### src/rtl/dssm_pkg.sv
// Shared types and constants of the two-stack word memory.
package dssm_pkg;

  // Default sizes
  localparam int DepthDef    = 256;
  localparam int WordBitsDef = 32;

  // Fixed field widths
  localparam int CapW   = 9;
  localparam int FuncW  = 2;
  localparam int StatW  = 2;
  localparam int ValW   = 32;
  localparam int MDataW = 56;

  // Operation codes
  localparam logic [FuncW-1:0] FnPushLo = 2'd0;
  localparam logic [FuncW-1:0] FnPushHi = 2'd1;
  localparam logic [FuncW-1:0] FnPopLo  = 2'd2;
  localparam logic [FuncW-1:0] FnPopHi  = 2'd3;

  // Status codes
  localparam logic [StatW-1:0] StOk        = 2'd0;
  localparam logic [StatW-1:0] StOverflow  = 2'd1;
  localparam logic [StatW-1:0] StUnderflow = 2'd2;

  // Commands from controller to datapath
  typedef struct packed {
    logic exec;  // run the accepted item against counts and memory
    logic load;  // move the finished result into the output register
  } cmd_t;

endpackage

### src/rtl/dssm_ctrl.sv
// Controller: input/output handshake sequencing for the two-stack memory.
module dssm_ctrl
  import dssm_pkg::*;
(
  input  logic clk_i,
  input  logic rst_ni,
  input  logic s_tvalid,
  output logic s_tready,
  output logic m_tvalid,
  input  logic m_tready,
  output cmd_t cmd_o
);

  typedef enum logic [1:0] {
    S_IDLE = 2'b01,
    S_FIN  = 2'b10
  } state_e;

  state_e state_q, state_d;
  logic   ovalid_q, ovalid_d;
  logic   out_free;

  // Output register is free when empty or drained this cycle
  assign out_free = !ovalid_q || m_tready;
  assign s_tready = (state_q == S_IDLE);
  assign m_tvalid = ovalid_q;

  // Sequence one item at a time
  always_comb begin
    state_d    = state_q;
    ovalid_d   = ovalid_q && !m_tready;
    cmd_o.exec = 1'b0;
    cmd_o.load = 1'b0;
    unique case (state_q)
      S_IDLE: begin
        if (s_tvalid) begin
          cmd_o.exec = 1'b1;
          state_d    = S_FIN;
        end
      end
      S_FIN: begin
        if (out_free) begin
          cmd_o.load = 1'b1;
          ovalid_d   = 1'b1;
          state_d    = S_IDLE;
        end
      end
      default: state_d = S_IDLE;
    endcase
  end

  always_ff @(posedge clk_i or negedge rst_ni) begin
    if (!rst_ni) begin
      state_q  <= S_IDLE;
      ovalid_q <= 1'b0;
    end else begin
      state_q  <= state_d;
      ovalid_q <= ovalid_d;
    end
  end

  // An accepted item always moves on to the finish step
  a_exec_fin: assert property (@(posedge clk_i) disable iff (!rst_ni)
    (s_tvalid && s_tready) |=> (state_q == S_FIN))
    else $error("accepted item did not reach finish step");

  // Never overwrite a result that is still waiting
  a_load_free: assert property (@(posedge clk_i) disable iff (!rst_ni)
    cmd_o.load |-> out_free)
    else $error("result loaded over a pending one");

  // Execute and load never coincide
  a_cmd_excl: assert property (@(posedge clk_i) disable iff (!rst_ni)
    !(cmd_o.exec && cmd_o.load))
    else $error("exec and load in the same cycle");

endmodule

### config.mk
export PLATFORM = sky130hd
export DESIGN_NAME = dssm_ctrl
export DESIGN_NICKNAME = d
export VERILOG_FILES = /design/src/rtl/dssm_pkg.sv /design/src/rtl/dssm_ctrl.sv
export SDC_FILE = /design/constraint.sdc
export NUM_CORES = 1
export LEC_CHECK = 0
export BUFFER_PORTS_ARGS = -buffer_cell sky130_fd_sc_hd__buf_2
export CAP_MARGIN = 20
export CORE_AREA = 2 2 39 41
export CTS_CLUSTER_DIAMETER = 120
export DETAILED_ROUTE_END_ITERATION = 8
export DIE_AREA = 0 0 41 43
export REMOVE_ABC_BUFFERS = 1
export SLEW_MARGIN = 20
export SYNTH_ARGS = -nofsm -noshare
export SYNTH_HDL_FRONTEND = slang
export SYNTH_SLANG_ARGS = --single-unit
### constraint.sdc
create_clock -name clk_i -period 1.82 [get_ports clk_i]
set_input_delay 0.364 -clock clk_i [delete_from_list [all_inputs] [get_ports clk_i]]
set_output_delay 0.364 -clock clk_i [all_outputs]
set_load 0.05 [all_outputs]
==> metrics.log <==
[metrics] Worst IR Drop VDD: 0.000194 V
[metrics] post-synthesis share of cell area spent on and, or, nand and nor gates: 28.6%
[metrics] vias in the first global route: 116
[metrics] wire length of the first global-routing pass: between 400 and 500 um
[metrics] Final Util: ~16%
[metrics] mux contribution to synthesized area: 0%
[metrics] Synth Cell Area: ~130 um^2
[metrics] row cnt: 14
[metrics] DPL Wire Length: 244 um
[metrics] mean instance size in the synthesized netlist: 11.9 um^2
[metrics] number of distinct library cell variants in the gate-level netlist after synthesis: 8
[metrics] DRC marker count from the first detailed-route iteration: 0
[metrics] chip height: ~43 um
[metrics] fraction of the cycle the final worst path needs: 86.3%
[metrics] required time worst endpoint: 1.46 ns
[metrics] Clock Sinks: 3
[metrics] maximum number of buffers from clock root to sink: 2
[metrics] number of H-tree levels: 1
[metrics] Gates resized, CTS repair: 0
[metrics] hold violation total from the final report: 0
[metrics] dominant combinational cell family by area after synthesis: simple AND/OR/NAND/NOR gates
[metrics] die area: 1760 um^2
[metrics] gr ovfl total: 0
[metrics] compound-gate portion of the synthesized area: between 10% and 20%
[metrics] final instance area: 223 um^2
[metrics] reg2reg setup slack: 0.89 ns
[metrics] # setup viols final: 0
[metrics] Routed wire per std cell: ~7.5 um
[metrics] result of the run: finished, final reports clean
[metrics] die extent in x: 41 um
[metrics] clock slew seen by the registers of the worst setup and hold paths: approximately 0.030 ns
[metrics] Area Growth Syn to Fin: 69.5%
[metrics] clock tree from TritonCTS: done
[metrics] class of the worst hold path: in2async
[metrics] WS Path Type: reg2out
[metrics] Synth Register Bits: 3
[metrics] total wire length: 294 um
[metrics] Power, Total: between 0.0002 and 0.0003 W
[metrics] latest clock arrival within the worst-skew pair: 0.23 ns
[metrics] number of iterations in the first detailed-routing pass: 1
[metrics] I/O pin total: 8
[metrics] via count normalized by instance count: 3.15
[metrics] number of CTS-inserted buffers: 3
[metrics] number of antenna violations at the first check in global routing: 0
[metrics] P_leak: between 0.1 and 0.15 nW
[metrics] PwrDens: 1200 nW/um^2
[metrics] Antenna Cells: 0
[metrics] count of max-cap constraint violations: 0
[metrics] actual transition at the worst max-transition pin: 0.248 ns
[metrics] Final min period: 1.57 ns
[metrics] Critical R2R Capture: state_q[0]$_DFFE_PN1P_
[metrics] worst-case setup slack after placement: 0.466 ns
[metrics] GRT Overall Usage: 4.73%
[metrics] Port Buffers: 7
[metrics] sequential-to-total area share from yosys stat: between 50 and 60%
[metrics] Slew HR: about 84%
[metrics] clock tree root driver cell: sky130_fd_sc_hd__clkbuf_4
[metrics] remaining design rule violation count: 0
[metrics] share of synthesized cell area in full adder, half adder and majority cells: 0%
[metrics] fraction of layout instances using a drive strength above 1: 47.8%
[metrics] post-CTS setup buffer count: 0
[metrics] Area after DPL: 186 um^2
[metrics] residual antenna-violating net count after detailed routing: 0
[metrics] Via Count: ~120
[metrics] worst clock skew: ~0.00011 ns
[metrics] Crit. End Element: output port
[metrics] Initial Utilization: 9.49%
[metrics] maximum number of pins on one net before global-route repair: 5
[metrics] highest attainable clock frequency: 637 MHz
[metrics] Final Max Slew Viols: 0
[metrics] placeable core region: 1380 um^2
[metrics] reg2reg path depth: 2
[metrics] Total Neg Setup Slack: 0 ns
[metrics] Final #Nets: 28
[metrics] gate count after technology mapping: 11
[metrics] category of the worst setup path launch point: register
[metrics] critical path arrival: 1.21 ns
[metrics] xor and xnor fraction of the mapped netlist area: 0%
[metrics] RSZ-0062 raised after global routing: false
[metrics] critical path fanouts, max: 3
[metrics] count of warnings emitted by yosys: 0
[metrics] Worst Setup Slack, final: about 0.25 ns
[metrics] worst r2r src: state_q[0]$_DFFE_PN1P_
[metrics] weighted congestion reported at the end of routability-driven placement: 0.604
==> report_power, final <==
part / leakage (nW) / internal, W / switching, W
clock network: 0.0150 / 0.0000819 / 0.0000306
registers: 0.0367 / 0.0000772 / 0.00000423
logic: 0.0612 / 0.0000211 / 0.0000520
==> worst max path at each step <==
stage / slack, ns / cells after the start / end / from
final: 0.25 / 2 / cmd_o[1] / state_q[0]$_DFFE_PN1P_
after global routing: 0.19 / 2 / cmd_o[1] / state_q[0]$_DFFE_PN1P_
after global placement: 0.47 / 4 / cmd_o[0] / m_tready
after CTS: 0.23 / 2 / cmd_o[1] / state_q[0]$_DFFE_PN1P_
after floorplan: -0.02 / 2 / cmd_o[0] / m_tvalid$_DFF_PN0_
after detailed placement: 0.47 / 4 / cmd_o[0] / m_tready
==> repair_timing <==
action                     CTS  global route
hold endpoints to repair     2             0
setup endpoints to repair    0             0
hold buffers                 1             0
==> worst max-delay path, stage by stage (launching register included) <==
cell and delay, ns:
sky130_fd_sc_hd__dfstp_2 0.52, sky130_fd_sc_hd__and3b_1 0.19, sky130_fd_sc_hd__buf_2 0.27
==> cell usage in the layout, fill, tap and decap left out, drive strengths merged <==
master,netlist,final
nand2b,2,2
clkbuf,0,4
dlygate4sd3,0,1
dfrtp,2,2
dfstp,1,1
o21ba,1,1
o21bai,1,1
nor2b,2,2
nand2,1,1
buf,0,7
and3b,1,1
==> sequential cells by signal, summed over array words and instances (netlist names) <==
register  cells
state_q       2
m_tvalid      1
==> synth_stat cells <==
master	number	share of area, %
sky130_fd_sc_hd__dfrtp_1	2	38
sky130_fd_sc_hd__nand2b_1	2	9.5
sky130_fd_sc_hd__nor2b_1	2	9.5
sky130_fd_sc_hd__and3b_1	1	6.7
sky130_fd_sc_hd__dfstp_2	1	20
sky130_fd_sc_hd__nand2_1	1	2.9
sky130_fd_sc_hd__o21ba_1	1	7.6
sky130_fd_sc_hd__o21bai_1	1	5.7
==> cell type report <==
class / instances / area, um^2
clock buffers: 4 / 26.3
multi-input cells: 8 / 55.1
well taps: 16 / 20.0
fillers: 163 / 1160
flip-flops and latches: 3 / 76.3
repair buffers: 8 / 45.0
==> logic make-up (layout without fill, tap and decap cells) <==
group	after synthesis	in the layout
flops	3	3
buf+inv	0	12
simple gates	6	6
compound gates	2	2
==> layer usage <==
metal / GRT usage [%] / share of wire [%] / up-vias
met5: 0 / 0 / -
met1: 3.88 / 38 / 56
met4: 6.00 / 0 / 0
li1: - / - / 60
met2: 4.38 / 44 / 7
met3: 6.28 / 18 / 0
==> stage by stage <==
stage | hold WS, ns | instances
floorplan | 0.0684 | 11
global placement | 0.162 | 34
detailed placement | 0.165 | 34
CTS | 0.462 | 39
global route | 0.472 | 39
finish | 0.464 | 39
Note: power is estimated with default switching activity, not from simulation.
